$ cat config.mk
export PLATFORM = sky130hd
export DESIGN_NAME = sync_frame_to_ax25_framer_unit
export DESIGN_NICKNAME = d
export VERILOG_FILES = /design/src/hw/rtl/sfax_pkg.sv /design/src/hw/rtl/sfax_queue.sv /design/src/hw/rtl/sfax_front.sv /design/src/hw/rtl/sfax_back.sv /design/src/hw/rtl/sync_frame_to_ax25_framer_unit.sv
export SDC_FILE = /design/constraint.sdc
export NUM_CORES = 1
export LEC_CHECK = 0
export ABC_CLOCK_PERIOD_IN_PS = 12900
export BUFFER_PORTS_ARGS = -buffer_cell sky130_fd_sc_hd__buf_4
export CAP_MARGIN = 20
export CORE_ASPECT_RATIO = 1.4
export CORE_MARGIN = 5
export CORE_UTILIZATION = 65
export DETAILED_ROUTE_END_ITERATION = 12
export PLACE_DENSITY = 0.85
export SLEW_MARGIN = 0
export SYNTH_ARGS = -nofsm -noshare
export SYNTH_HDL_FRONTEND = slang
export SYNTH_HIERARCHICAL = 1
export SYNTH_SLANG_ARGS = --single-unit
$ cat constraint.sdc
create_clock -name clk -period 12.9 [get_ports clk]
set_input_delay 0 -clock clk [delete_from_list [all_inputs] [get_ports clk]]
set_output_delay 0 -clock clk [all_outputs]
set_load 0.01 [all_outputs]
$ cat src/hw/rtl/sfax_pkg.sv
// Shared types, constants and the CRC-16 step for the AX.25 UI framer.
// No dependencies; imported by every module of the framer.
`timescale 1ns / 1ps
`default_nettype none
package sfax_pkg;

  localparam int FRAME_BYTES_DEF = 48;
  localparam int QUEUE_DEPTH_DEF = 4;
  localparam int CALL_W          = 48;

  localparam logic [7:0]  SYNC_BYTE = 8'h5D;
  localparam logic [7:0]  FLAG_BYTE = 8'h7E;
  localparam logic [7:0]  SSID_DST  = 8'h00;
  localparam logic [7:0]  SSID_SRC  = 8'h60;
  localparam logic [7:0]  CTRL_UI   = 8'h03;
  localparam logic [7:0]  PID_NONE  = 8'hF0;
  localparam logic [15:0] CRC_POLY  = 16'h8408;
  localparam logic [15:0] CRC_INIT  = 16'hFFFF;

  localparam logic [CALL_W-1:0] CALL_RESET = 48'h202020202020;

  localparam logic [4:0] HDR_LAST_STEP  = 5'd16;
  localparam logic [4:0] TAIL_LAST_STEP = 5'd2;

  typedef enum logic [1:0] {
    REG_DEST_CALL = 2'd0,
    REG_SRC_CALL  = 2'd1,
    REG_ENABLE    = 2'd2
  } cfg_reg_t;

  typedef enum logic [1:0] {
    CMD_HDR  = 2'd0,
    CMD_DATA = 2'd1,
    CMD_TAIL = 2'd2
  } cmd_kind_t;

  typedef struct packed {
    cmd_kind_t  kind;
    logic [7:0] data;
  } q_entry_t;

  function automatic logic [15:0] crc_feed(input logic [15:0] crc, input logic [7:0] b);
    logic [15:0] c;
    c = crc ^ {8'h00, b};
    for (int k = 0; k < 8; k++) begin
      c = c[0] ? ((c >> 1) ^ CRC_POLY) : (c >> 1);
    end
    return c;
  endfunction

endpackage
`default_nettype wire

$ cat src/hw/rtl/sfax_queue.sv
// Small FIFO of classified commands between the framer front and back.
// Depends on sfax_pkg for the entry type.
`timescale 1ns / 1ps
`default_nettype none
module sfax_queue import sfax_pkg::*; #(
  parameter int DEPTH = QUEUE_DEPTH_DEF
) (
  input  wire logic     clk,
  input  wire logic     rst_n,
  input  wire logic     push,
  input  wire q_entry_t push_entry,
  output logic          full,
  input  wire logic     pop,
  output q_entry_t      head_entry,
  output logic          empty
);

  localparam int PTR_W = (DEPTH > 1) ? $clog2(DEPTH) : 1;
  localparam int CNT_W = $clog2(DEPTH + 1);

  q_entry_t         mem_r [DEPTH];
  logic [PTR_W-1:0] wr_ptr_r, wr_ptr_nxt;
  logic [PTR_W-1:0] rd_ptr_r, rd_ptr_nxt;
  logic [CNT_W-1:0] count_r, count_nxt;

  assign full       = (count_r == CNT_W'(DEPTH));
  assign empty      = (count_r == '0);
  assign head_entry = mem_r[rd_ptr_r];

  always_comb begin
    wr_ptr_nxt = wr_ptr_r;
    rd_ptr_nxt = rd_ptr_r;
    count_nxt  = count_r;
    if (push) begin
      wr_ptr_nxt = (wr_ptr_r == PTR_W'(DEPTH - 1)) ? '0 : wr_ptr_r + 1'b1;
    end
    if (pop) begin
      rd_ptr_nxt = (rd_ptr_r == PTR_W'(DEPTH - 1)) ? '0 : rd_ptr_r + 1'b1;
    end
    if (push && !pop) begin
      count_nxt = count_r + 1'b1;
    end else if (pop && !push) begin
      count_nxt = count_r - 1'b1;
    end
  end

  always_ff @(posedge clk) begin
    if (!rst_n) begin
      wr_ptr_r <= '0;
      rd_ptr_r <= '0;
      count_r  <= '0;
    end else begin
      wr_ptr_r <= wr_ptr_nxt;
      rd_ptr_r <= rd_ptr_nxt;
      count_r  <= count_nxt;
    end
  end

  always_ff @(posedge clk) begin
    if (push) begin
      mem_r[wr_ptr_r] <= push_entry;
    end
  end

endmodule
`default_nettype wire

$ cat src/hw/rtl/sfax_front.sv
// Input side: sync hunt, frame position tracking and command classification.
// Depends on sfax_pkg; feeds sfax_queue.
`timescale 1ns / 1ps
`default_nettype none
module sfax_front import sfax_pkg::*; #(
  parameter int FRAME_BYTES = FRAME_BYTES_DEF
) (
  input  wire logic       clk,
  input  wire logic       rst_n,
  input  wire logic       enable,
  input  wire logic       in_tvalid,
  output logic            in_tready,
  input  wire logic [7:0] in_tdata,
  output logic            push,
  output q_entry_t        push_entry,
  input  wire logic       q_full
);

  localparam int POS_W = $clog2(FRAME_BYTES);

  logic             in_frame_r, in_frame_nxt;
  logic [POS_W-1:0] pos_r, pos_nxt;
  logic             accept;

  assign in_tready = !q_full;
  assign accept    = in_tvalid && in_tready && enable;

  always_comb begin
    in_frame_nxt    = in_frame_r;
    pos_nxt         = pos_r;
    push            = 1'b0;
    push_entry.kind = CMD_DATA;
    push_entry.data = in_tdata;
    if (accept) begin
      if (!in_frame_r) begin
        if (in_tdata == SYNC_BYTE) begin
          in_frame_nxt    = 1'b1;
          pos_nxt         = POS_W'(1);
          push            = 1'b1;
          push_entry.kind = CMD_HDR;
        end
      end else if (pos_r >= POS_W'(FRAME_BYTES - 1)) begin
        in_frame_nxt    = 1'b0;
        pos_nxt         = '0;
        push            = 1'b1;
        push_entry.kind = CMD_TAIL;
      end else begin
        pos_nxt = pos_r + 1'b1;
        if (pos_r >= POS_W'(2) && pos_r <= POS_W'(FRAME_BYTES - 3)) begin
          push = 1'b1;
        end
      end
    end
  end

  always_ff @(posedge clk) begin
    if (!rst_n) begin
      in_frame_r <= 1'b0;
      pos_r      <= '0;
    end else begin
      in_frame_r <= in_frame_nxt;
      pos_r      <= pos_nxt;
    end
  end

endmodule
`default_nettype wire

$ cat src/hw/rtl/sfax_back.sv
// Output side: expands commands into frame bytes, runs the FCS and holds the output item.
// Depends on sfax_pkg; drains sfax_queue.
`timescale 1ns / 1ps
`default_nettype none
module sfax_back import sfax_pkg::*; (
  input  wire logic              clk,
  input  wire logic              rst_n,
  input  wire logic [CALL_W-1:0] dest_call,
  input  wire logic [CALL_W-1:0] src_call,
  input  wire q_entry_t          head_entry,
  input  wire logic              q_empty,
  output logic                   pop,
  output logic                   out_tvalid,
  input  wire logic              out_tready,
  output logic [7:0]             out_tdata,
  output logic                   out_tlast
);

  logic [4:0]  step_r, step_nxt;
  logic [15:0] crc_r, crc_nxt;
  logic        out_valid_r, out_valid_nxt;
  logic [7:0]  out_data_r;
  logic        out_last_r;
  logic        emit;
  logic        last_step;
  logic [7:0]  byte_sel;
  logic        last_sel;
  logic [7:0]  hdr_byte;
  logic [2:0]  char_idx;
  logic [7:0]  dest_ch;
  logic [7:0]  src_ch;
  logic [15:0] fcs;

  assign out_tvalid = out_valid_r;
  assign out_tdata  = out_data_r;
  assign out_tlast  = out_last_r;

  assign emit = !q_empty && (!out_valid_r || out_tready);
  assign fcs  = ~crc_r;

  always_comb begin
    char_idx = 3'd0;
    if (step_r >= 5'd8 && step_r <= 5'd13) begin
      char_idx = 3'(step_r - 5'd8);
    end else if (step_r >= 5'd1 && step_r <= 5'd6) begin
      char_idx = 3'(step_r - 5'd1);
    end
    dest_ch = dest_call[CALL_W - 1 - 8 * char_idx -: 8];
    src_ch  = src_call[CALL_W - 1 - 8 * char_idx -: 8];
  end

  always_comb begin
    unique case (step_r) inside
      5'd0:          hdr_byte = FLAG_BYTE;
      [5'd1:5'd6]:   hdr_byte = {dest_ch[6:0], 1'b0};
      5'd7:          hdr_byte = SSID_DST;
      [5'd8:5'd13]:  hdr_byte = {src_ch[6:0], 1'b0};
      5'd14:         hdr_byte = SSID_SRC;
      5'd15:         hdr_byte = CTRL_UI;
      default:       hdr_byte = PID_NONE;
    endcase
  end

  always_comb begin
    byte_sel  = head_entry.data;
    last_sel  = 1'b0;
    last_step = 1'b1;
    crc_nxt   = crc_r;
    unique case (head_entry.kind)
      CMD_HDR: begin
        byte_sel  = hdr_byte;
        last_step = (step_r == HDR_LAST_STEP);
        crc_nxt   = (step_r == 5'd0) ? CRC_INIT : crc_feed(crc_r, hdr_byte);
      end
      CMD_DATA: begin
        crc_nxt = crc_feed(crc_r, head_entry.data);
      end
      CMD_TAIL: begin
        last_step = (step_r == TAIL_LAST_STEP);
        if (step_r == 5'd0) begin
          byte_sel = fcs[7:0];
        end else if (step_r == 5'd1) begin
          byte_sel = fcs[15:8];
        end else begin
          byte_sel = FLAG_BYTE;
          last_sel = 1'b1;
          crc_nxt  = CRC_INIT;
        end
      end
      default: begin
        last_step = 1'b1;
      end
    endcase
  end

  assign pop = emit && last_step;

  always_comb begin
    step_nxt = step_r;
    if (emit) begin
      step_nxt = last_step ? 5'd0 : step_r + 5'd1;
    end
    out_valid_nxt = out_valid_r;
    if (emit) begin
      out_valid_nxt = 1'b1;
    end else if (out_tready) begin
      out_valid_nxt = 1'b0;
    end
  end

  always_ff @(posedge clk) begin
    if (!rst_n) begin
      step_r      <= '0;
      crc_r       <= CRC_INIT;
      out_valid_r <= 1'b0;
    end else begin
      step_r      <= step_nxt;
      out_valid_r <= out_valid_nxt;
      if (emit) begin
        crc_r <= crc_nxt;
      end
    end
  end

  always_ff @(posedge clk) begin
    if (emit) begin
      out_data_r <= byte_sel;
      out_last_r <= last_sel;
    end
  end

endmodule
`default_nettype wire

$ cat src/hw/rtl/sync_frame_to_ax25_framer_unit.sv
// Top level of the AX.25 UI framer: configuration registers, front, queue and back.
// Depends on sfax_pkg, sfax_front, sfax_queue and sfax_back.
//
//   Port group   Direction  Content
//   in_*         slave      tdata[7:0] = in_byte
//   out_*        master     tdata[7:0] = out_byte, tlast = frame_last
//   cfg_*        write      addr 0 dest call, 1 src call, 2 enable
//
// The front takes one input item per cycle while the command queue has room.
// The back sends one output item per cycle unless stalled: a sync byte expands
// to 17 header items, each payload byte to one item, and the last frame byte
// to 3 items. A frame of 48 input items therefore yields 64 output items, so
// the output port sets the sustained rate. Reset is synchronous and clears all
// control state; a stalled output holds its item while the queue keeps filling.
`timescale 1ns / 1ps
`default_nettype none
module sync_frame_to_ax25_framer_unit import sfax_pkg::*; #(
  parameter int FRAME_BYTES = FRAME_BYTES_DEF,
  parameter int QUEUE_DEPTH = QUEUE_DEPTH_DEF
) (
  input  wire logic              clk,
  input  wire logic              rst_n,
  input  wire logic              in_tvalid,
  output logic                   in_tready,
  input  wire logic [7:0]        in_tdata,   // [7:0] in_byte
  output logic                   out_tvalid,
  input  wire logic              out_tready,
  output logic [7:0]             out_tdata,  // [7:0] out_byte
  output logic                   out_tlast,
  input  wire logic              cfg_we,
  input  wire logic [1:0]        cfg_addr,
  input  wire logic [CALL_W-1:0] cfg_wdata
);

  logic [CALL_W-1:0] dest_call_r;
  logic [CALL_W-1:0] src_call_r;
  logic              enable_r;
  logic              push;
  q_entry_t          push_entry;
  logic              q_full;
  logic              q_empty;
  logic              pop;
  q_entry_t          head_entry;

  always_ff @(posedge clk) begin
    if (!rst_n) begin
      dest_call_r <= CALL_RESET;
      src_call_r  <= CALL_RESET;
      enable_r    <= 1'b1;
    end else if (cfg_we) begin
      unique case (cfg_addr)
        REG_DEST_CALL: dest_call_r <= cfg_wdata;
        REG_SRC_CALL:  src_call_r  <= cfg_wdata;
        REG_ENABLE:    enable_r    <= cfg_wdata[0];
        default: begin
        end
      endcase
    end
  end

  sfax_front #(
    .FRAME_BYTES (FRAME_BYTES)
  ) u_front (
    .clk        (clk),
    .rst_n      (rst_n),
    .enable     (enable_r),
    .in_tvalid  (in_tvalid),
    .in_tready  (in_tready),
    .in_tdata   (in_tdata),
    .push       (push),
    .push_entry (push_entry),
    .q_full     (q_full)
  );

  sfax_queue #(
    .DEPTH (QUEUE_DEPTH)
  ) u_queue (
    .clk        (clk),
    .rst_n      (rst_n),
    .push       (push),
    .push_entry (push_entry),
    .full       (q_full),
    .pop        (pop),
    .head_entry (head_entry),
    .empty      (q_empty)
  );

  sfax_back u_back (
    .clk        (clk),
    .rst_n      (rst_n),
    .dest_call  (dest_call_r),
    .src_call   (src_call_r),
    .head_entry (head_entry),
    .q_empty    (q_empty),
    .pop        (pop),
    .out_tvalid (out_tvalid),
    .out_tready (out_tready),
    .out_tdata  (out_tdata),
    .out_tlast  (out_tlast)
  );

endmodule
`default_nettype wire
-- Yosys cells after proc, flatten, opt, wreduce, memory -nomap -nowiden
Memory sizes are Yosys's and may differ from the RTL's. A register that Yosys moved wholly into a read port is not among the register bits.
Index checks and enable logic that the tools add are counted.
- bits of input ports: 63
- RAM bits: 40
- memories kept: 1
- bits in registers: 142
- output and inout port bits: 11
- word-level logic and storage cells: 150
- memories (name ; depth ; width ; rd ports ; clocked after memory_dff ; wr ports ; line ; source):
    u_queue.mem_r ; 4 ; 10 ; 1 ; 1 ; 1 ; sfax_queue.sv:21 ; q_entry_t mem_r [DEPTH];
- magnitude comparators: 7
- multiplexer cells: 53
- bitwise operators: 20
- $add $sub $neg: 9
- eq/ne operators: 16
- reductions and logical operators: 29
- shift-type cells: 2
- operator list (cell ; number):
    2-to-1 mux 16 bit ; 19
    indexed part select 55 x 33 -> 7 bit ; 2
    inverter 2 -> 3 bit ; 16
    case mux 16 bit (3 select lines) ; 1
    case mux 8 bit (6 select lines) ; 1
    XOR 16 x 8 -> 16 bit ; 2
    2-to-1 mux 6 bit ; 3
    2-to-1 mux 8 bit ; 2
    inverter 16 bit ; 1
    case mux 8 bit (2 select lines) ; 1
    2-to-1 mux 2 bit ; 7
    2-to-1 mux 1 bit ; 13
    2-to-1 mux 3 bit ; 4
    == test 5 x 4 -> 1 bit (second input constant) ; 2
    logical AND 1 bit ; 9
    subtractor 3 x 1 -> 3 bit (second input constant) ; 3
    == test 2 bit (second input constant) ; 4
    == test 8 x 7 -> 1 bit (second input constant) ; 1
    AND reduction 2 bit ; 4
    subtractor 6 x 6 -> 7 bit (first input constant) ; 1
    adder 6 x 1 -> 6 bit (second input constant) ; 1
    greater-or-equal comparator 6 x 2 -> 1 bit (second input constant) ; 1
    greater-or-equal comparator 6 bit (second input constant) ; 1
    less-or-equal comparator 6 bit (second input constant) ; 1
    other kinds (26) ; 36

-- Longest topological paths before layout
Gate-level depths: netlist (run 1).
- depth after elaboration: 26
- depth in mapped cells: 20
- depth with buffers taken out: 16

-- Modules after synthesis
The synthesis (run 1) kept the hierarchy.
- modules (own cells, without submodules) (module ; sequential area each (um^2) ; times used ; cells each ; area each (um^2)):
    sync_frame_to_ax25_framer_unit ; 1941.9 ; 1 ; 373 ; 3744.8
    sfax_back ; 710.7 ; 1 ; 487 ; 3679.8
    sfax_queue ; 1381.3 ; 1 ; 96 ; 1900.6
    sfax_front ; 140.1 ; 1 ; 68 ; 568.0

-- Least setup slack after synthesis (run 1)
OpenSTA, ideal clock, no wires.
- kind: register to register
- start point: register u_back.step_r[1]
- end point: register u_back.crc_r[14]
- path buffers: 4
- library setup time: 62 ps
- period minus slack after synthesis: 4140 ps
- slack: 8760 ps
- data required time: 12838 ps
- cell stages (with the launch flop): 19
- arrival time: 4078 ps
- cell sequence: dfxtp_1 -> buf_2 -> inv_1 -> ha_1 -> nand2b_1 -> o21ai_1 -> buf_2 -> buf_2 -> nand2_1 -> o31ai_1 -> ha_1 -> clkbuf_1 -> a31o_2 -> a2111oi_0 -> o41ai_2 -> xor2_1 -> xnor2_1 -> a211o_1 -> nand3_1
- longest elaborated chain between the ends: 19
- elaborated cells between the ends (all ways): 34
- classes of those cells: add/sub (3); order compare (4); eq/ne (6); shift (2); mux (13); bitwise (2); reduce/logical (4)
- RTL lines (what ; line ; source):
    start, declared ; sfax_back.sv:19 ; logic [4:0] step_r, step_nxt;
    start signal, assigned ; sfax_back.sv:117 ; step_r <= step_nxt;
    greater-or-equal comparator 5 x 1 -> 1 bit or less-or-equal comparator 5 x 3 -> 1 bit (tied branches) ; sfax_back.sv:45 ; end else if (step_r >= 5'd1 && step_r <= 5'd6) begin
    logical AND 1 bit ; sfax_back.sv:45 ;
    2-to-1 mux 3 bit ; sfax_back.sv:45 ;
    2-to-1 mux 3 bit ; sfax_back.sv:43 ; if (step_r >= 5'd8 && step_r <= 5'd13) begin
    subtractor 6 x 6 -> 7 bit ; sfax_back.sv:48, sfax_back.sv:49 ;
    indexed part select 55 x 33 -> 7 bit, on equally long branches ; sfax_back.sv:49, sfax_back.sv:48 ;
    case mux 8 bit (6 select lines) ; sfax_back.sv:53 ; unique case (step_r) inside
    XOR 16 x 8 -> 16 bit ; sfax_pkg.sv:44 ; c = crc ^ {8'h00, b};
    2-to-1 mux 16 bit (2 in series) ; sfax_pkg.sv:46 ; c = c[0] ? ((c >> 1) ^ CRC_POLY) : (c >> 1);
    inverter 2 -> 3 bit (no line) ; -- ;
    2-to-1 mux 16 bit (6 in series) ; sfax_pkg.sv:46 ;
    2-to-1 mux 16 bit ; sfax_back.sv:73 ; crc_nxt = (step_r == 5'd0) ? CRC_INIT : crc_feed(crc_r, hdr_byte);
    case mux 16 bit (3 select lines) ; sfax_back.sv:69 ; unique case (head_entry.kind)
    end signal, assigned ; sfax_back.sv:120 ; crc_r <= crc_nxt;
    end, declared ; sfax_back.sv:20 ; logic [15:0] crc_r, crc_nxt;
Parallel ways exist; a longest one is shown, timed or not.
A chain may end at the register's enable or synchronous reset.

-- Worst setup path in the final report (run 1)
- start point: register u_back.step_r[1]
- end point: register u_back.crc_r[10]
- longest elaborated chain between the ends: 19
- elaborated cells between the ends (all ways): 35
- classes of those cells: add/sub (3); order compare (4); eq/ne (6); shift (2); mux (13); bitwise (3); reduce/logical (4)
- RTL lines (what ; line):
    greater-or-equal comparator 5 x 1 -> 1 bit or less-or-equal comparator 5 x 3 -> 1 bit (tied branches) ; sfax_back.sv:45
    logical AND 1 bit ; sfax_back.sv:45
    2-to-1 mux 3 bit ; sfax_back.sv:45
    2-to-1 mux 3 bit ; sfax_back.sv:43
    subtractor 6 x 6 -> 7 bit ; sfax_back.sv:48, sfax_back.sv:49
    indexed part select 55 x 33 -> 7 bit, on equally long branches ; sfax_back.sv:49, sfax_back.sv:48
    case mux 8 bit (6 select lines) ; sfax_back.sv:53
    XOR 16 x 8 -> 16 bit ; sfax_pkg.sv:44
    2-to-1 mux 16 bit (3 in series) ; sfax_pkg.sv:46
    2-to-1 mux 16 bit or inverter 2 -> 3 bit (tied branches) ; --
    2-to-1 mux 16 bit (3 in series) ; sfax_pkg.sv:46
    inverter 2 -> 3 bit (no line) or 2-to-1 mux 16 bit (tied branches) ; --
    2-to-1 mux 16 bit ; sfax_pkg.sv:46
    2-to-1 mux 16 bit ; sfax_back.sv:73
    case mux 16 bit (3 select lines) ; sfax_back.sv:69
Parallel ways exist; a longest one is shown, timed or not.

==> key figures, run 1 <==
Worst setup path
  – Reg-to-Reg End: u_back/crc_r[10]
  – CP peak stage delay: 0.59 ns
  – Delay-heaviest family, CP: simple AND/OR/NAND/NOR gates
  – Worst path slowest cell: dfxtp_1
  – CP endpoint kind: flip-flop
  – WP data arrival: 5.35 ns
  – Crit Path Class: reg2reg
  – CP Buf/Inv Count: 3
  – CP startpoint kind: flip-flop
  – Worst EP required: 13.24 ns
  – Critical-path cell list: inv_1 > ha_1 > or3_1 > o211ai_2 > and2_4 > inv_4 > ha_1 > inv_1 > a31oi_1 > and2_1 > nand3_1 > o21ba_2 > a211oi_1 > xnor2_1 > or3_1 > and3_1
  – CP Max Fanout: 13
  – R2r startpoint: u_back/step_r[1]
  – R2r setup slk: ~7.9 ns
  – R2R depth: 16

CTS
  – Resized Gates After CTS: 0
  – Clk slew on worst S/H paths: 0.07 ns
  – CTS sink count: 172
  – Clock buffer count from CTS: 17
  – Clock Latency Late Sink: 0.44 ns
  – Clk buf depth: 2
  – Count of hold-fix buffers inserted at cts: 54
  – Postcts setup bufs: 0
  – CTS H-tree lvls: 4
  – CTS tree: yes
  – Root buf cell: clkbuf_16

Floorplanning
  – DIE WIDTH: 112.0 um
  – Initial Utilization: ~66%
  – Core area: 14,380 um2
  – Die ar.: 17,110 um2
  – Die Height: roughly 150 um
  – # IOs: 74
  – Number of cell rows: 52

Detailed routing
  – ANT nets after route: 0
  – Starting DRT DRC Count: 600
  – Vias per cell: 6.276
  – Via count: roughly 7,900
  – TritonRoute pass-1 iters: 6
  – Routed WL: 24,390 um
  – Wire per inst: between 15 and 20 um
  – DRC: 0

Global route
  – Antenna violations before repair: 2
  – First-pass GRT wire length: 40,140 um
  – Vias in the first global route: 7,816
  – Final global-route overflow total: 0
  – Largest net degree at the start of global routing: 92
  – GR Util All Layers: 28.97%

Hold path
  – Hold Crit Depth: 2
  – Worst hold start: rst_n
  – HP Class: in2reg
  – Worst Hold Path EP: u_back/crc_r[14]

Power
  – Static leakage: between 4 and 5 nW
  – Peak VDD IR: 0.00009262 V
  – Power Density: ~110 nW/um2
  – Sequential share of power: 48.4%
  – Switch share: a little under a quarter
  – Logic pwr share: between 7 and 8%
  – Switching pwr: 274.4 uW
  – Internal: 902.5 uW
  – Clock power frac: 44.0%

Timing
  – Tcrit/Tclk final: 38.89%
  – Count of final setup violators: 0
  – Worst slew margin: 43.89%
  – Min Tclk post-route: 5.017 ns
  – Final hold vios: 0
  – RSZ-0062 raised after global routing: no
  – Setup TNS Final: 0 ns
  – Fmax: 199.3 MHz
  – Worst Skew: 0.008276 ns
  – Actual slew at the worst max-slew pin: 0.8417 ns
  – Max-slew violation count: 0

Final layout
  – Layout cell share with drive strength beyond 1: between 10% and 20%
  – Area grow syn2layout: 16.07%
  – Nets: 1,138
  – Non-filler cells, final: 1,257

Synthesis
  – Mapped Area: 9465 um2
  – Post-Syn Instances: 982
  – YS warnings: 6
  – Syn_nets: 1,067
  – Mean Syn Cell Area: 9.639 um2

Job
  – Max-cap violations: 0

Placement
  – I/O Buffers: 67
  – Hpwl dp: 15,840 um
  – Placer Congestion: between 0.9 and 1
  – Placed cell count: ~1,200

Outcome
  – Outcome: finished clean
-- area by class of cell --
class	instances	area, um2
Multi-Input combinational cell	700	4967
Sequential cell	172	3934
Fill cell	980	3392
Timing Repair Buffer	134	1141
Clock buffer	18	439.2
Tap cell	189	236.5
Clock inverter	14	156.4
Inverter	28	107.6
Antenna cell	2	5.005
-- placed cells by master (no fill, tap or decap), drive strengths merged, types with 7 or more instances in the layout --
master	n
a21boi	7
a21oi	38
a31oi	8
and2	10
and3	12
buf	80
clkbuf	18
dfxtp	123
dlygate4sd3	54
edfxtp	49
ha	21
inv	35
mux2i	94
mux4	10
nand2	152
nand3	26
nand4	11
nor2	34
nor2b	25
nor3	15
nor3b	8
o211ai	19
o21ai	34
o311ai	14
o31ai	7
xnor2	21
xor2	21
-- flip-flops by register name (all words and copies together) (netlist names), named ones only --
| register | count |
|---|---|
| u_back/crc_r | 16 |
| u_front/pos_r | 6 |
| u_queue/count_r | 3 |
| u_back/out_tvalid | 1 |
| u_back/out_tlast | 1 |
| enable_r | 1 |
| u_queue/mem_r | 40 |
| u_front/in_frame_r | 1 |
| dest_call_r | 42 |
| u_back/step_r | 5 |
| u_queue/wr_ptr_r | 2 |
| u_queue/rd_ptr_r | 2 |
| src_call_r | 42 |
| u_back/out_tdata | 8 |
-- through the flow --
step | total power [mW] | utilization, % | setup WS [ns] | cell area, um2 | hold WS [ns]
global placement | 0.6539 | 68.47 | 8.112 | 9846 | 0.2076
CTS | 1.180 | 76.37 | 7.964 | 10980 | 0.04014
detailed placement | 0.6557 | 68.47 | 8.049 | 9846 | 0.2103
global route | 1.215 | 76.41 | 7.433 | 10990 | 0.06249
finish | 1.177 | 76.41 | 7.883 | 10990 | 0.05734
floorplan | 0.6316 | - | 8.760 | 9465 | 0.1217
-- power groups by stage --
stage | Clock, mW | Combinational [mW] | Sequential, mW
after global placement | 0 | 0.0725 | 0.581
after detailed placement | 0 | 0.0741 | 0.582
after CTS | 0.523 | 0.0874 | 0.570
after global routing | 0.547 | 0.0970 | 0.571
final | 0.518 | 0.0893 | 0.570
after floorplan | 0 | 0.0518 | 0.580
-- metal layers --
layer | up-vias | routed length, um | GRT usage, %
met5 | - | 0 | 0
met3 | 101 | 1680 | 6.555
met2 | 364 | 12430 | 49.83
met1 | 3731 | 8951 | 33.11
li1 | 3693 | - | -
met4 | 0 | 1326 | 15.98
-- worst max path at each step --
stage                                start          endpoint  depth (start not counted)
after floorplan           u_back/step_r[1]  u_back/crc_r[14]                         18
after CTS                 u_back/step_r[1]  u_back/crc_r[10]                         16
after global routing      u_back/step_r[1]  u_back/crc_r[10]                         16
final                     u_back/step_r[1]  u_back/crc_r[10]                         16
after detailed placement  u_back/step_r[1]  u_back/crc_r[10]                         16
after global placement    u_back/step_r[1]  u_back/crc_r[10]                         15
Note: power is estimated with default switching activity, not from simulation.
==> inputs of run 2 (changes only) <==
--- a/config.mk
+++ b/config.mk
@@ -5,14 +5,15 @@
 export SDC_FILE = /design/constraint.sdc
 export NUM_CORES = 1
 export LEC_CHECK = 0
-export ABC_CLOCK_PERIOD_IN_PS = 12900
+export ABC_AREA = 1
+export ABC_CLOCK_PERIOD_IN_PS = 5000
 export BUFFER_PORTS_ARGS = -buffer_cell sky130_fd_sc_hd__buf_4
 export CAP_MARGIN = 20
 export CORE_ASPECT_RATIO = 1.4
 export CORE_MARGIN = 5
-export CORE_UTILIZATION = 65
+export CORE_UTILIZATION = 61
 export DETAILED_ROUTE_END_ITERATION = 12
-export PLACE_DENSITY = 0.85
+export PLACE_DENSITY = 0.81
 export SLEW_MARGIN = 0
 export SYNTH_ARGS = -nofsm -noshare
 export SYNTH_HDL_FRONTEND = slang
==> constraint.sdc (replaced) <==
create_clock -name clk -period 5 [get_ports clk]
set_input_delay 0 -clock clk [delete_from_list [all_inputs] [get_ports clk]]
set_output_delay 0 -clock clk [all_outputs]
set_load 0.01 [all_outputs]
==> key figures, run 2 <==
Global route
  – Final global-route overflow total: 0
  – Antenna violations before repair: 1
  – Largest net degree at the start of global routing: 98
  – Vias in the first global route: 8,675
  – GR Util All Layers: 26.71%
  – First-pass GRT wire length: about 40,000 um

Synthesis
  – Post-Syn Instances: 1,396
  – Mapped Area: 9726 um2
  – YS warnings: 6
  – Syn_nets: between 1,000 and 1,500
  – Mean Syn Cell Area: 6.967 um2

Worst setup path
  – CP endpoint kind: flip-flop
  – CP Launch Point: u_back/step_r[1]
  – CP startpoint kind: flip-flop
  – Crit Path Class: reg2reg
  – Worst EP required: 5.27 ns
  – WP data arrival: between 4 and 5 ns
  – R2r startpoint: u_back/step_r[1]
  – CP Max Fanout: 43

CTS
  – Clk slew on worst S/H paths: 0.07 ns
  – CTS sink count: approximately 170
  – Clock Latency Late Sink: 0.43 ns
  – Resized Gates After CTS: 0
  – Clock buffer count from CTS: 17
  – Postcts setup bufs: 0
  – Clk buf depth: 2
  – Count of hold-fix buffers inserted at cts: 60
  – CTS tree: yes
  – Root buf cell: clkbuf_16
  – CTS H-tree lvls: 4

Outcome
  – Outcome: finished clean

Placement
  – Placer Congestion: 0.9035
  – Placed cell count: about 1,600
  – Hpwl dp: about 16,000 um
  – Dpl ws: ~1.1 ns
  – I/O Buffers: between 60 and 70

Floorplanning
  – Core area: ~16,000 um2
  – Number of cell rows: 54
  – # IOs: 74
  – Die Height: 159.4 um
  – Initial Utilization: 62.31%
  – Die ar.: 18,600 um2
  – DIE WIDTH: between 100 and 150 um

Final layout
  – Most common cell after layout, fill and taps aside: nand2_1
  – Top Registers: dest_call_r x42, src_call_r x42, u_queue/mem_r x40
  – Util after Layout: 71.95%
  – Layout cell share with drive strength beyond 1: 10.34%
  – Area grow syn2layout: 15.46%
  – Non-filler cells, final: 1,677
  – Nets: 1,552
  – Fill cell count: 1,242
  – Commonest non-fill, non-tap cells in the layout: nand2_1 (367), nand3_1 (188), nor2_1 (177), inv_1 (147), dfxtp_1 (123)

Timing
  – Worst slew margin: 23.81%
  – RSZ-0062 raised after global routing: no
  – Fmax: 255.0 MHz
  – Setup TNS Final: 0 ns
  – Actual slew at the worst max-slew pin: 1.139 ns
  – Setup slack after layout: 1.079 ns
  – Max-slew violation count: 0
  – Final hold vios: 0
  – Tcrit/Tclk final: 78.42%
  – Hold slack: 0.03617 ns
  – Worst Skew: 0.007228 ns
  – Min Tclk post-route: between 3 and 4 ns
  – Count of final setup violators: 0

Power
  – Power Density: 569.6 nW/um2
  – Peak VDD IR: 0.0003711 V
  – Static leakage: 5.176 nW

Detailed routing
  – ANT nets after route: 0
  – Via count: 9,200
  – Routed WL: 24,800 um
  – Wire per inst: approximately 15 um
  – Vias per cell: 5.486
  – Starting DRT DRC Count: approximately 670
  – DRC: 0
  – TritonRoute pass-1 iters: 5

Job
  – Max-cap violations: 0

Hold path
  – HP Class: in2reg
  – Worst hold start: in_tvalid
-- run 2: cell type report --
| type | instances | area (um2) | area share [%] |
|---|---|---|---|
| Multi-Input combinational cell | 986 | 4742 | 42.23 |
| Sequential cell | 172 | 3934 | 35.03 |
| Timing Repair Buffer | 133 | 1149 | 10.23 |
| Inverter | 157 | 589.3 | 5.248 |
| Clock buffer | 17 | 425.4 | 3.788 |
| Tap cell | 196 | 245.2 | 2.184 |
| Clock inverter | 15 | 142.6 | 1.270 |
| Antenna cell | 1 | 2.502 | 0.02228 |
-- run 2: per-layer routing --
metal | up-vias | part of all wire [%] | track usage, %
met5 | - | 0 | 0
met4 | 0 | 4.1 | 13.30
met3 | 76 | 5.4 | 5.209
met2 | 296 | 51 | 46.56
met1 | 4223 | 39 | 30.40
li1 | 4605 | - | -
-- run 2: power by group --
| part | internal, mW | total [mW] | switching (mW) |
|---|---|---|---|
| Sequential | 1.63 | 1.77 | 0.143 |
| Combinational | 1.07 | 3.35 | 2.27 |
| Clock | 0.691 | 1.27 | 0.584 |
| Total | 3.40 | 6.40 | 3.00 |
-- run 2: path summary, 6_finish.rpt --
check | depth (start not counted) | slack, ns | end
max | 22 | 1.08 | u_back/crc_r[15]
min | 5 | 0.04 | u_front/in_frame_r
max reg2reg | 22 | 1.08 | u_back/crc_r[15]
min reg2reg | 2 | 0.46 | dest_call_r[5]
-- run 2: critical path: stages (launching register included) --
cell and delay, ns:
dfxtp_1 0.50, inv_2 0.14, ha_1 0.24, nor2_2 0.16
nand2_4 0.32, nand2_4 0.18, nand2_1 0.07, o21ai_0 0.15
a21oi_1 0.06, ha_1 0.45, inv_1 0.24, nor2_4 0.23
nand2_1 0.08, nor2_1 0.08, nor2_1 0.05, nand2_1 0.12
nand2_2 0.08, nand2_1 0.07, nand2_1 0.10, nand2_2 0.11
nand2_2 0.07, o21ai_1 0.15, o211ai_1 0.10
-- run 2: stage by stage --
step                      total power [mW]  cell area [um2]
final                                6.397            11230
after global routing                 6.861            11230
after CTS                            6.346            11230
after detailed placement             5.028            10060
after global placement               4.968            10060
after floorplan                      4.203             9726
==> inputs of run 3 (changes only) <==
--- a/config.mk
+++ b/config.mk
@@ -5,15 +5,15 @@
 export SDC_FILE = /design/constraint.sdc
 export NUM_CORES = 1
 export LEC_CHECK = 0
-export ABC_AREA = 1
-export ABC_CLOCK_PERIOD_IN_PS = 5000
+export ABC_AREA = 0
+export ABC_CLOCK_PERIOD_IN_PS = 3500
 export BUFFER_PORTS_ARGS = -buffer_cell sky130_fd_sc_hd__buf_4
 export CAP_MARGIN = 20
 export CORE_ASPECT_RATIO = 1.4
 export CORE_MARGIN = 5
-export CORE_UTILIZATION = 61
+export CORE_UTILIZATION = 55
 export DETAILED_ROUTE_END_ITERATION = 12
-export PLACE_DENSITY = 0.81
+export PLACE_DENSITY = 0.77
 export SLEW_MARGIN = 0
 export SYNTH_ARGS = -nofsm -noshare
 export SYNTH_HDL_FRONTEND = slang
==> constraint.sdc (replaced) <==
create_clock -name clk -period 3.5 [get_ports clk]
set_input_delay 0 -clock clk [delete_from_list [all_inputs] [get_ports clk]]
set_output_delay 0 -clock clk [all_outputs]
set_load 0.01 [all_outputs]
==> key figures, run 3 (synthesis gave the netlist of run 1 again) <==
Timing
  – Actual slew at the worst max-slew pin: 0.6896 ns
  – Setup TNS Final: 0 ns
  – Count of final setup violators: 0
  – Final hold vios: 0
  – Worst Skew: 0.008417 ns
  – Max-slew violation count: 0
  – Min Tclk post-route: 3.479 ns
  – Tcrit/Tclk final: roughly 100%
  – Worst slew margin: 54.02%
  – Fmax: 287.4 MHz
  – RSZ-0062 raised after global routing: yes

Placement
  – Placer Congestion: approximately 0.95
  – Hpwl dp: 17,190 um
  – I/O Buffers: 67
  – Placed cell count: 1,218

Power
  – Peak VDD IR: 0.0003836 V
  – Switch share: 23.15%
  – Power Density: 373.6 nW/um2
  – Static leakage: 4.598 nW
  – Clock power frac: 43.0%
  – Logic pwr share: around 8.2%
  – Sequential share of power: around half
  – Internal: 3.310 mW
  – Switching pwr: 997.1 uW

CTS
  – Clk buf depth: 2
  – Clock buffer count from CTS: 17
  – CTS H-tree lvls: 4
  – CTS tree: yes
  – Root buf cell: clkbuf_16
  – Clock Latency Late Sink: 0.43 ns
  – CTS sink count: about 170
  – Clk slew on worst S/H paths: 0.06 ns

Final layout
  – # diodes: 0
  – Top Registers: dest_call_r x42, src_call_r x42, u_queue/mem_r x40
  – Commonest non-fill, non-tap cells in the layout: nand2_1 (152), dfxtp_1 (121), buf_4 (120), mux2i_1 (94), dlygate4sd3_1 (55)
  – Non-filler cells, final: 1,315
  – Layout cell share with drive strength beyond 1: 19.06%
  – Area grow syn2layout: 21.81%
  – Most common cell after layout, fill and taps aside: nand2_1
  – Fill cell count: ~1,200
  – Nets: 1,184

Global route
  – Final global-route overflow total: 0
  – First-pass GRT wire length: 39,980 um
  – GR Util All Layers: 25.53%
  – Largest net degree at the start of global routing: 67
  – Antenna violations before repair: 0
  – Vias in the first global route: 7,775

Detailed routing
  – Via count: slightly below 8,000
  – ANT nets after route: 0
  – Starting DRT DRC Count: 704
  – Routed WL: 24,910 um
  – DRC: 0
  – Wire per inst: 18.95 um
  – Vias per cell: ~6.0
  – TritonRoute pass-1 iters: 5

Worst setup path
  – Worst EP required: 3.83 ns
  – R2r setup slk: 0.02 ns
  – CP startpoint kind: flip-flop
  – CP Max Fanout: 7
  – WP data arrival: 3.81 ns
  – Crit Path Class: reg2reg
  – CP endpoint kind: flip-flop

Floorplanning
  – Number of cell rows: 56
  – # IOs: 74
  – Die Height: 165.2 um
  – Initial Utilization: 56.29%
  – Die ar.: 19,970 um2
  – DIE WIDTH: 120.9 um
  – Core area: 16,820 um2

Outcome
  – Outcome: finished clean

Hold path
  – HP Class: in2reg

Job
  – Max-cap violations: 0
## run 3: cell types whose count changed in the layout (fill, tap and decap cells not counted), sizes merged, moves of 15 or more
cell,delta
nor2b,+25
nor2,-152
a21oi,-39
inv,-128
nand2,-235
mux2i,+94
o21ai,-15
nand3,-166
buf,+52
## run 3: per-layer routing
| layer | wire (um) | vias to the layer above | GRT usage, % |
|---|---|---|---|
| li1 | - | 3780 | - |
| met5 | 0 | - | 0 |
| met1 | 9682 | 3764 | 29.38 |
| met2 | 12750 | 331 | 45.51 |
| met4 | 1018 | 0 | 12.01 |
| met3 | 1465 | 75 | 4.906 |
## run 3: path summary, 6_finish.rpt
check                        start               end  depth (start not counted)
hold / removal               rst_n  u_back/crc_r[14]                          2
hold reg to reg      src_call_r[4]     src_call_r[4]                          2
setup reg to reg  u_back/step_r[1]   u_back/crc_r[2]                         16
setup / recovery  u_back/step_r[1]   u_back/crc_r[2]                         16
## run 3: metrics by stage
step                      hold slack [ns]  utilization, %  cell area (um2)  setup WS (ns)  power, mW
final                             0.04533           68.56            11530        0.02075      4.307
after global routing              0.06777           68.56            11530        -0.1170      4.454
after CTS                         0.04193           67.75            11390        0.01162      4.321
after detailed placement           0.2114           60.89            10240       -0.06578      2.430
after global placement             0.2061           60.89            10240        0.04389      2.426
after floorplan                    0.1217               -             9617      -0.005423      2.333
## run 3: power groups by stage
stage / registers, mW / clock network [mW] / logic [mW]
floorplan: 2.14 / 0 / 0.197
global placement: 2.14 / 0 / 0.281
detailed placement: 2.14 / 0 / 0.286
CTS: 2.10 / 1.88 / 0.338
global route: 2.10 / 1.97 / 0.380
finish: 2.10 / 1.85 / 0.352
## run 3: what timing repair did
| action | in CTS | in global routing |
|---|---|---|
| endpoints found under the hold margin | 118 | 0 |
| hold buffers | 55 | 0 |
| pin swaps | 1 | 9 |
| gates resized for setup | 5 | 16 |
| endpoints found under the setup margin | 11 | 17 |
| setup buffers | 1 | 9 |
## run 3: area by class of cell
cell class,instances,area (um2),share of cell area (%)
clock buffers,18,429.2,3.722
clock inverters,14,142.6,1.237
inverters,28,110.1,0.9550
multi-input cells,700,5145,44.62
flip-flops and latches,172,3939,34.16
well taps,203,254.0,2.203
repair buffers,180,1510,13.10
## run 3: critical path: stages, from the launching register on
cell and delay, ns:
dfxtp_2 0.36, buf_6 0.14, ha_4 0.14, and3b_1 0.21, nor4_1 0.31, o21ai_2 0.09
o31ai_2 0.09, ha_4 0.28, buf_2 0.17, buf_4 0.15, a31o_2 0.22, a2111oi_4 0.24
o41ai_4 0.13, xor2_2 0.29, xnor2_2 0.15, buf_4 0.17, o211a_1 0.21
